--- src/hw/rtl/oets_pkg.sv ---
package oets_pkg;

  localparam int unsigned ELEM_W = 32;

  typedef struct packed {
    logic signed [ELEM_W-1:0] value;
    logic                     last;
  } request_t;

  typedef struct packed {
    logic signed [ELEM_W-1:0] sorted_value;
    logic                     end_of_run;
  } result_t;

  // controller -> datapath
  typedef struct packed {
    logic load;       // shift a new element in at cell 0
    logic phase_en;   // run one compare-exchange phase
    logic phase_odd;  // 1: pairs (1,2),(3,4)...  0: pairs (0,1),(2,3)...
    logic emit;       // shift the head out to the result register
  } cmd_t;

  // datapath -> controller
  typedef struct packed {
    logic more;       // an element stands behind the head cell
  } status_t;

endpackage

--- src/hw/rtl/oets_ctrl.sv ---
module oets_ctrl #(
  parameter int unsigned MAX_ELEMENTS = 64
) (
  input  logic             clk,
  input  logic             rst,
  input  logic             start,
  input  logic             req_last,
  input  oets_pkg::status_t status,
  output logic             busy,
  output oets_pkg::cmd_t   cmd
);

  localparam int unsigned CNT_W = $clog2(MAX_ELEMENTS + 1);

  typedef enum logic [1:0] {
    S_LOAD,
    S_SORT,
    S_EMIT
  } state_t;

  state_t           state;
  logic [CNT_W-1:0] count;
  logic [CNT_W-1:0] phase;
  logic [CNT_W-1:0] count_next;
  logic             accept;

  assign busy       = (state != S_LOAD);
  assign accept     = start && !busy;
  assign count_next = count + CNT_W'(1);

  always_comb begin
    cmd           = '0;
    cmd.load      = accept;
    cmd.phase_en  = (state == S_SORT);
    cmd.phase_odd = phase[0];
    cmd.emit      = (state == S_EMIT);
  end

  always_ff @(posedge clk) begin
    if (rst) begin
      state <= S_LOAD;
      count <= '0;
      phase <= '0;
    end else begin
      case (state)
        S_LOAD: begin
          if (accept) begin
            count <= count_next;
            phase <= '0;
            if (req_last || count_next == CNT_W'(MAX_ELEMENTS)) begin
              state <= S_SORT;
            end
          end
        end
        S_SORT: begin
          if (phase == count - CNT_W'(1)) begin
            phase <= '0;
            state <= S_EMIT;
          end else begin
            phase <= phase + CNT_W'(1);
          end
        end
        S_EMIT: begin
          if (!status.more) begin
            count <= '0;
            state <= S_LOAD;
          end
        end
        default: begin
          state <= S_LOAD;
        end
      endcase
    end
  end

`ifndef SYNTHESIS
  a_count_bound: assert property (@(posedge clk) disable iff (rst)
    count <= CNT_W'(MAX_ELEMENTS))
    else $error("element count above capacity");

  a_phase_in_run: assert property (@(posedge clk) disable iff (rst)
    (state == S_SORT) |-> (phase < count))
    else $error("sort phase beyond run length");

  a_idle_phase: assert property (@(posedge clk) disable iff (rst)
    (state == S_LOAD) |-> (phase == '0))
    else $error("phase counter not cleared while loading");
`endif

endmodule

--- config.mk ---
export PLATFORM = sky130hd
export DESIGN_NAME = oets_ctrl
export DESIGN_NICKNAME = d
export VERILOG_FILES = /design/src/hw/rtl/oets_pkg.sv /design/src/hw/rtl/oets_ctrl.sv
export SDC_FILE = /design/constraint.sdc
export NUM_CORES = 1
export LEC_CHECK = 0
export ABC_AREA = 0
export BUFFER_PORTS_ARGS = -buffer_cell sky130_fd_sc_hd__buf_2
export CAP_MARGIN = 20
export CORE_UTILIZATION = 25
export CTS_CLUSTER_SIZE = 8
export DETAILED_ROUTE_END_ITERATION = 8
export PLACE_DENSITY = 0.49
export SYNTH_ARGS = -nofsm -noshare
export SYNTH_HDL_FRONTEND = slang
export SYNTH_SLANG_ARGS = --single-unit
--- constraint.sdc ---
create_clock -name clk -period 2.15 [get_ports clk]
set_clock_uncertainty 0.05 [all_clocks]
set_input_delay 0.215 -clock clk [delete_from_list [all_inputs] [get_ports clk]]
set_output_delay 0.215 -clock clk [all_outputs]
set_load 0.01 [all_outputs]
==> results.sh, run 1 <==
export IMPL_r2r_slack_ps=160
export IMPL_gp_congestion=0.775
export IMPL_async_flop_share_pct=0
export IMPL_cts_buffers=3
export IMPL_first_pass_iters=5
export IMPL_tightest_slew_ps=426
export IMPL_yosys_warnings=0
export IMPL_cpMaxStageDelayCell="mux2_2"
export IMPL_syn_area_per_cell_um2=7.86
export IMPL_postPlaceCellArea_um2=1150
export IMPL_ctsResizeCount=0
export IMPL_initial_core_util_pct=26.5
export IMPL_n_antenna_cell=0
export IMPL_netlist_area_um2=1080
export IMPL_holdWs_ps=194
export IMPL_p_per_area_nw_per_um2=547
export IMPL_irDropWorstVdd_uv=239
export IMPL_grt_pass1_wl_um=4080
export IMPL_startpoint_type="flop"
export IMPL_cts_setup_buffers=0
export IMPL_globalRouteOverflowTotal=0
export IMPL_die_y_um=67.6
export IMPL_min_period_ps=1990
export IMPL_rows=23
export IMPL_layout_drive_gt1_share_pct=16.0
export IMPL_drt_initial_drc_count=25
export IMPL_clk_path_buf_depth=2
export IMPL_synth_edff_count=0
export IMPL_synth_top_cell_area_share_pct=29.7
export IMPL_filler_cell_count=439
export IMPL_synth_top_cells_by_count="19 x nor2_1, 17 x nand2_1, 16 x dfxtp_1"
export IMPL_ant_nets=0
export IMPL_synth_flop_cell="dfxtp_1"
export IMPL_max_slew_margin_pct=71.5
export IMPL_syn_num_nets=145
export IMPL_hpwlAfterDp_um=1730
export IMPL_p_leak_nw=0.458
export IMPL_r2r_end="phase[4]$_SDFFE_PP0P_"
export IMPL_setup_tns_ps=0
export IMPL_cts_hold_buffers_added=0
export IMPL_setup_viol=0
export IMPL_drt_total_wl_um=2330
export IMPL_drv_cap=0
export IMPL_outcome="finished, final reports clean"
export IMPL_slowest_delay_ps=360
export IMPL_port_buffers=9
export IMPL_ff2ff_path_depth=8
export IMPL_finalNetCount=154
export IMPL_core_um2=4060
export IMPL_critPathKind="flop to flop"
export IMPL_multi_input_area_um2=676
export IMPL_holdCritPathClass="input pin to flop"
export IMPL_cts_sinks=16
export IMPL_cp_top_family="compound AO/OA/AOI/OAI gates"
export IMPL_dp_cells=191
export IMPL_route_detailed_drc=0
export IMPL_grt_max_degree=18
export IMPL_fin_crit_sh_pct=92.7
export IMPL_synthCells=137
export IMPL_synth_most_common_cell="nor2_1"
export IMPL_ys_ff_latch=16
export IMPL_r2r_start="count[1]$_SDFFE_PP0P_"
export IMPL_min_to="state[1]$_SDFFE_PP0P_"
export IMPL_die_w_um=67.6
export IMPL_routedWlPerCell_um=12.0
export IMPL_rsz0062_at_grt="no"
export IMPL_synth_area_leaders="dfxtp_1 30%, nor2_1 6.6%, nand2_1 5.9%, xnor2_1 5.7%, ha_1 3.5%"
export IMPL_io_pin_count=10
export IMPL_yosysUniqueCellTypes=43
export IMPL_cts_root_buf="clkbuf_8"
export IMPL_cp_data_required_time_ps=2240
export IMPL_seq_area_frac_synth_pct=29.7
export IMPL_finalHoldViolations=0
export IMPL_layout_cells_non_filler=194
export IMPL_cts_tree="yes"
export IMPL_grt_pass1_vias=898
export IMPL_min_from="status"
export IMPL_crit_buf_inv=1
export IMPL_ff_latch_area_um2=320
export IMPL_crit_fanout=8
export IMPL_routed_via_density=4.88
export IMPL_vias=946
export IMPL_whs_path_depth=3
export IMPL_die_area_um2=4580
export IMPL_post_route_cell_area_um2=1190
export IMPL_clkTransAtPathRegs_ps=60
export IMPL_worstSetupEndpointType="flop"
export IMPL_areaGrowthSynthToFinish_pct=10.8
export IMPL_post_synth_top_area_cell="dfxtp_1"
export IMPL_cts_htree_levels=1
export IMPL_crit_chain="inv_1 > ha_1 > nor3b_2 > mux2_2 > o211ai_1 > o211a_4 > nor4_1 > o31a_1"
export IMPL_insertion_delay_ps=240
export IMPL_arrival_ps=2080
export IMPL_grt_usage_pct=11.8
export IMPL_finalMaxSlewViolations=0
export IMPL_antenna_found_initial=0
export IMPL_fmax_ghz=0.502
tightest hold or removal path, cell delays in order:
cell	delay, ps
buf_2	90
a22oi_1	70
nor2_1	80
cells by family (layout without fill, tap and decap cells):
kind of cell / after synthesis / in the layout / synth area share (%)
flops: 16 / 16 / 29.7
mux: 2 / 2 / 1.97
buf+inv: 15 / 22 / 7.55
simple gates: 63 / 63 / 30.7
xor+xnor: 11 / 11 / 8.94
fa+ha+maj: 3 / 3 / 3.48
compound gates: 27 / 27 / 17.7
power breakdown:
part / leakage (nW) / internal [mW] / switching, mW
logic: 0.307 / 0.0500 / 0.0658
registers: 0.130 / 0.305 / 0.0114
clock network: 0.0216 / 0.124 / 0.0961
total: 0.458 / 0.479 / 0.173
flip-flops by register name (all words and copies together) (netlist names):
name,flops
phase,7
count,7
state,2
routing by layer:
metal  part of all wire (%)  vias to the layer above  GRT usage, %
li1                       -                      489             -
met1                     50                      437          15.3
met2                     47                       18          19.2
met3                    1.8                        2          1.01
met4                   0.99                        0          6.38
met5                      0                        -             0
metrics by stage:
step / util, % / total power, mW / setup slack [ps]
2_1_floorplan: - / 0.410 / 143
3_3_place_gp: 28.4 / 0.437 / 228
3_5_place_dp: 28.4 / 0.438 / 175
4_1_cts: 29.4 / 0.663 / 164
5_1_grt: 29.4 / 0.690 / 53.2
6_report: 29.4 / 0.653 / 158
cell type report:
type,instances,area share (%)
Sequential cell,16,26.8
Multi-Input combinational cell,106,56.6
Tap cell,50,5.24
Timing Repair Buffer,12,5.66
Inverter,7,2.20
Clock buffer,3,3.46
cell usage in the layout, fill, tap and decap left out, types with 2 or more instances in the layout:
master / count
inv_1: 6
buf_2: 9
a21oi_1: 3
a31oi_1: 2
nand2b_1: 3
dfxtp_1: 16
nand3_1: 5
o22ai_1: 2
nor2_1: 19
a311oi_1: 3
buf_4: 3
o21ai_0: 7
nand2_1: 17
nor4b_1: 2
nor3_1: 2
a211oi_1: 2
ha_1: 3
xnor2_1: 7
xor2_1: 4
clkbuf_8: 3
nor4_1: 4
and3_1: 2
how the worst max path moves through the flow:
stage | start | to | slack [ps] | cells past startpoint
after floorplan | count[0]$_SDFFE_PP0P_ | phase[4]$_SDFFE_PP0P_ | 140 | 9
after global placement | count[1]$_SDFFE_PP0P_ | phase[4]$_SDFFE_PP0P_ | 230 | 8
after detailed placement | count[1]$_SDFFE_PP0P_ | phase[4]$_SDFFE_PP0P_ | 170 | 8
after CTS | count[1]$_SDFFE_PP0P_ | phase[4]$_SDFFE_PP0P_ | 160 | 8
after global routing | count[1]$_SDFFE_PP0P_ | phase[4]$_SDFFE_PP0P_ | 50 | 8
final | count[1]$_SDFFE_PP0P_ | phase[4]$_SDFFE_PP0P_ | 160 | 8
Power figures use the tool's default switching activity.
==> run 2, diff against run 1 <==
--- a/config.mk
+++ b/config.mk
@@ -8,10 +8,13 @@
 export ABC_AREA = 0
 export BUFFER_PORTS_ARGS = -buffer_cell sky130_fd_sc_hd__buf_2
 export CAP_MARGIN = 20
+export CORE_ASPECT_RATIO = 0.5
 export CORE_UTILIZATION = 25
+export CTS_BUF_LIST = sky130_fd_sc_hd__clkbuf_16
 export CTS_CLUSTER_SIZE = 8
 export DETAILED_ROUTE_END_ITERATION = 8
 export PLACE_DENSITY = 0.49
+export SLEW_MARGIN = 30
 export SYNTH_ARGS = -nofsm -noshare
 export SYNTH_HDL_FRONTEND = slang
 export SYNTH_SLANG_ARGS = --single-unit
==> results.sh, run 2 (synthesized netlist as in run 1, its figures left out) <==
export IMPL_io_pin_count=10
export IMPL_first_pass_iters=4
export IMPL_cp_data_required_time_ps=2240
export IMPL_finalNetCount=155
export IMPL_die_w_um=94.8
export IMPL_setup_viol=0
export IMPL_finalMaxSlewViolations=0
export IMPL_setup_tns_ps=0
export IMPL_ctsResizeCount=0
export IMPL_min_period_ps=1970
export IMPL_irDropWorstVdd_uv=311
export IMPL_cp_top_family="compound AO/OA/AOI/OAI gates"
export IMPL_mostFrequentLayoutCells="19 x nor2_1, 17 x nand2_1, 16 x dfxtp_1, 9 x buf_2"
export IMPL_p_leak_nw=0.480
export IMPL_cts_root_buf="clkbuf_16"
export IMPL_route_detailed_drc=0
export IMPL_fin_crit_sh_pct=91.4
export IMPL_rsz0062_at_grt="no"
export IMPL_grt_max_degree=18
export IMPL_crit_chain="inv_1 > ha_1 > nor3b_2 > mux2_2 > o211ai_1 > o211a_4 > nor4_1 > o31a_1"
export IMPL_areaGrowthSynthToFinish_pct=15.4
export IMPL_routed_via_density=4.89
export IMPL_routedWlPerCell_um=12.8
export IMPL_grt_pass1_wl_um=4310
export IMPL_fmax_ghz=0.509
export IMPL_crit_fanout=8
export IMPL_antenna_found_initial=0
export IMPL_cts_tree="yes"
export IMPL_globalRouteOverflowTotal=0
export IMPL_reg_top3="count: 7 flops, phase: 7 flops, state: 2 flops"
export IMPL_vias=977
export IMPL_setup_slack_ps=184
export IMPL_hpwlAfterDp_um=1940
export IMPL_layout_cells_most_common="nor2_1"
export IMPL_crit_buf_inv=1
export IMPL_gp_congestion=0.765
export IMPL_grt_usage_pct=12.5
export IMPL_port_buffers=9
export IMPL_grt_pass1_vias=876
export IMPL_max_slew_margin_pct=72.4
export IMPL_worstSetupEndpointType="flop"
export IMPL_tightest_slew_ps=413
export IMPL_drt_total_wl_um=2550
export IMPL_drt_initial_drc_count=46
export IMPL_cpMaxStageDelayCell="mux2_2"
export IMPL_layout_drive_gt1_share_pct=16.4
export IMPL_whs_path_depth=3
export IMPL_arrival_ps=2060
export IMPL_min_from="status"
export IMPL_cts_sinks=16
export IMPL_filler_cell_count=451
export IMPL_holdCritPathClass="input pin to flop"
export IMPL_startpoint="count[1]$_SDFFE_PP0P_"
export IMPL_drv_cap=0
export IMPL_p_per_area_nw_per_um2=650
export IMPL_ant_nets=0
export IMPL_cts_buffers=3
export IMPL_ff2ff_path_depth=8
export IMPL_initial_core_util_pct=26.9
export IMPL_finalHoldViolations=0
export IMPL_cts_hold_buffers_added=0
export IMPL_n_antenna_cell=0
export IMPL_die_y_um=48.4
export IMPL_core_um2=4000
export IMPL_slowest_delay_ps=360
export IMPL_clk_path_buf_depth=2
export IMPL_critPathKind="flop to flop"
export IMPL_rows=16
export IMPL_cts_htree_levels=1
export IMPL_r2r_start="count[1]$_SDFFE_PP0P_"
export IMPL_clkTransAtPathRegs_ps=50
export IMPL_die_area_um2=4590
export IMPL_insertion_delay_ps=250
export IMPL_cts_setup_buffers=0
export IMPL_dp_slack_ps=181
export IMPL_outcome="finished, final reports clean"
export IMPL_startpoint_type="flop"
export IMPL_cp_num_cells=8
==> run 2: power by group <==
group / internal (mW) / switching [mW]
registers: 0.306 / 0.0111
logic: 0.0500 / 0.0689
clock network: 0.247 / 0.126
total: 0.603 / 0.206
==> run 2: area by class of cell <==
cell class / count / area (um2) / area share (%)
multi-input cells: 106 / 676 / 54.3
flip-flops and latches: 16 / 320 / 25.8
clock buffers: 3 / 75.1 / 6.04
repair buffers: 13 / 75.1 / 6.04
well taps: 54 / 67.6 / 5.43
inverters: 7 / 26.3 / 2.11
clock inverters: 1 / 3.75 / 0.302
==> run 2: worst reg2reg max path: stages, from the launching register on <==
cell and delay (ps):
dfxtp_1 300, inv_1 70, ha_1 190, nor3b_2 240, mux2_2 360, o211ai_1 100, o211a_4 240, nor4_1 60
o31a_1 240
==> run 2: path summary, 6_finish.rpt <==
kind                           endpoint  slack (ps)
setup reg to reg  phase[4]$_SDFFE_PP0P_         180
hold / removal    state[1]$_SDFFE_PP0P_         210
setup / recovery  phase[4]$_SDFFE_PP0P_         180
hold reg to reg   phase[6]$_SDFFE_PP0P_         450
==> run 2: stage by stage <==
step	cell area [um2]	std cells	utilization [%]	total power [mW]	hold WS, ps
after detailed placement	1160	196	29.1	0.443	447
final	1240	200	31.1	0.809	207
after global placement	1160	196	29.1	0.441	451
after CTS	1240	200	31.1	0.819	212
after floorplan	1080	137	-	0.410	327
after global routing	1240	200	31.1	0.845	235
==> run 2: layer usage <==
metal / part of all wire (%) / wire length (um) / GRT usage [%]
met4: 1.2 / 31 / 3.79
met1: 53 / 1350 / 17.4
met3: 4.3 / 111 / 4.40
met2: 42 / 1060 / 18.0
met5: 0 / 0 / 0
==> run 3, diff against run 2 <==
--- a/config.mk
+++ b/config.mk
@@ -13,7 +13,7 @@
 export CTS_BUF_LIST = sky130_fd_sc_hd__clkbuf_16
 export CTS_CLUSTER_SIZE = 8
 export DETAILED_ROUTE_END_ITERATION = 8
-export PLACE_DENSITY = 0.49
+export PLACE_DENSITY = 0.47
 export SLEW_MARGIN = 30
 export SYNTH_ARGS = -nofsm -noshare
 export SYNTH_HDL_FRONTEND = slang
==> constraint.sdc (replaced) <==
create_clock -name clk -period 2.1 [get_ports clk]
set_clock_uncertainty 0.05 [all_clocks]
set_input_delay 0.21 -clock clk [delete_from_list [all_inputs] [get_ports clk]]
set_output_delay 0.21 -clock clk [all_outputs]
set_load 0.01 [all_outputs]
==> results.sh, run 3 (synthesized netlist as in run 1, its figures left out) <==
export IMPL_cts_setup_buffers=0
export IMPL_cpMaxStageDelayCell="mux2_2"
export IMPL_ctsResizeCount=0
export IMPL_cts_buffers=3
export IMPL_die_area_um2=4590
export IMPL_route_detailed_drc=0
export IMPL_globalRouteOverflowTotal=0
export IMPL_worstSetupEndpointType="flop"
export IMPL_crit_chain="inv_1 > ha_1 > nor3b_2 > mux2_2 > o211ai_1 > o211a_4 > nor4_1 > o31a_1"
export IMPL_die_w_um=94.8
export IMPL_port_buffers=9
export IMPL_grt_usage_pct=12.0
export IMPL_p_int_mw=0.617
export IMPL_n_antenna_cell=0
export IMPL_cp_top_family="compound AO/OA/AOI/OAI gates"
export IMPL_hpwlAfterDp_um=1870
export IMPL_mostFrequentLayoutCells="19 x nor2_1, 17 x nand2_1, 16 x dfxtp_1, 9 x buf_2"
export IMPL_startpoint="count[1]$_SDFFE_PP0P_"
export IMPL_layout_drive_gt1_share_pct=17.0
export IMPL_finalNetCount=156
export IMPL_gp_congestion=0.722
export IMPL_setup_tns_ps=0
export IMPL_rsz0062_at_grt="no"
export IMPL_fin_crit_sh_pct=94.4
export IMPL_cts_root_buf="clkbuf_16"
export IMPL_cp_num_cells=8
export IMPL_p_per_area_nw_per_um2=660
export IMPL_drt_total_wl_um=2480
export IMPL_ant_nets=0
export IMPL_first_pass_iters=4
export IMPL_ff2ff_path_depth=8
export IMPL_r2r_start="count[1]$_SDFFE_PP0P_"
export IMPL_max_slew_margin_pct=72.1
export IMPL_core_um2=4000
export IMPL_r2r_end="phase[4]$_SDFFE_PP0P_"
export IMPL_irDropWorstVdd_uv=203
export IMPL_layout_cells_most_common="nor2_1"
export IMPL_clkTransAtPathRegs_ps=50
export IMPL_setup_viol=0
export IMPL_cts_htree_levels=1
export IMPL_io_pin_count=10
export IMPL_holdCritPathClass="input pin to flop"
export IMPL_tightest_slew_ps=418
export IMPL_reg_top3="count: 7 flops, phase: 7 flops, state: 2 flops"
export IMPL_arrival_ps=2070
export IMPL_cts_hold_buffers_added=0
export IMPL_grt_max_degree=18
export IMPL_crit_fanout=8
export IMPL_drv_cap=0
export IMPL_p_leak_nw=0.486
export IMPL_fmax_ghz=0.505
export IMPL_crit_buf_inv=1
export IMPL_drt_initial_drc_count=30
export IMPL_clk_path_buf_depth=2
export IMPL_initial_core_util_pct=26.9
export IMPL_holdWs_ps=194
export IMPL_grt_pass1_wl_um=4130
export IMPL_cts_sinks=16
export IMPL_power_switching_mw=0.208
export IMPL_r2r_slack_ps=120
export IMPL_antenna_found_initial=0
export IMPL_combPwrFrac_pct=14.6
export IMPL_p_clk_share_pct=46.1
export IMPL_grt_pass1_vias=831
export IMPL_die_y_um=48.4
export IMPL_areaGrowthSynthToFinish_pct=16.1
export IMPL_finalHoldViolations=0
export IMPL_rows=16
export IMPL_slowest_delay_ps=360
export IMPL_crit_path_end="phase[4]$_SDFFE_PP0P_"
export IMPL_routedWlPerCell_um=12.3
export IMPL_finalMaxSlewViolations=0
export IMPL_p_seq_share_pct=39.3
export IMPL_outcome="finished, final reports clean"
export IMPL_postPlaceCellArea_um2=1170
export IMPL_critPathKind="flop to flop"
export IMPL_vias=967
export IMPL_min_period_ps=1980
export IMPL_routed_via_density=4.81
export IMPL_swShare_pct=25.2
export IMPL_insertion_delay_ps=250
export IMPL_cts_tree="yes"
export IMPL_post_route_cell_area_um2=1250
export IMPL_cp_data_required_time_ps=2190
export IMPL_startpoint_type="flop"
-- run 3: worst min-delay path by stage --
stage / startpoint / endpoint / slack, ps / depth (start not counted)
after floorplan: status / state[1]$_SDFFE_PP0P_ / 320 / 2
after global placement: phase[6]$_SDFFE_PP0P_ / phase[6]$_SDFFE_PP0P_ / 440 / 2
after detailed placement: phase[6]$_SDFFE_PP0P_ / phase[6]$_SDFFE_PP0P_ / 450 / 2
after CTS: status / state[1]$_SDFFE_PP0P_ / 200 / 3
after global routing: status / state[1]$_SDFFE_PP0P_ / 230 / 3
final: status / state[1]$_SDFFE_PP0P_ / 190 / 3
-- run 3: final cells by class --
type,count,area [um2]
fillers,430,2750
multi-input cells,106,676
flip-flops and latches,16,320
repair buffers,14,82.6
clock buffers,3,75.1
well taps,54,67.6
inverters,7,26.3
clock inverters,1,3.75
-- run 3: power by group through the flow --
stage / Sequential (mW) / Clock [mW] / Combinational (mW)
after floorplan: 0.329 / 0 / 0.0909
after global placement: 0.331 / 0 / 0.120
after detailed placement: 0.331 / 0 / 0.121
after CTS: 0.324 / 0.388 / 0.122
after global routing: 0.326 / 0.406 / 0.134
final: 0.325 / 0.380 / 0.121
-- run 3: worst register-to-register path: stages, from the launching register on --
cell,delay (ps)
dfxtp_1,310
inv_1,70
ha_1,200
nor3b_2,240
mux2_2,360
o211ai_1,100
o211a_4,250
nor4_1,60
o31a_1,240
-- run 3: metrics by stage --
stage	util, %	cells	power [mW]	setup slack (ps)
2_1_floorplan	-	137	0.420	92.9
3_3_place_gp	29.3	197	0.451	186
3_5_place_dp	29.3	197	0.452	119
4_1_cts	31.3	201	0.834	108
5_1_grt	31.3	201	0.866	1.01
6_report	31.3	201	0.825	119
-- run 3: per-layer routing --
layer | vias to the layer above | part of all wire [%] | track usage (%) | wire length [um]
li1 | 498 | - | - | -
met1 | 451 | 54 | 16.6 | 1350
met2 | 16 | 41 | 17.4 | 1030
met3 | 2 | 3.0 | 3.30 | 74
met4 | 0 | 1.2 | 5.30 | 30
met5 | - | 0 | 0 | 0
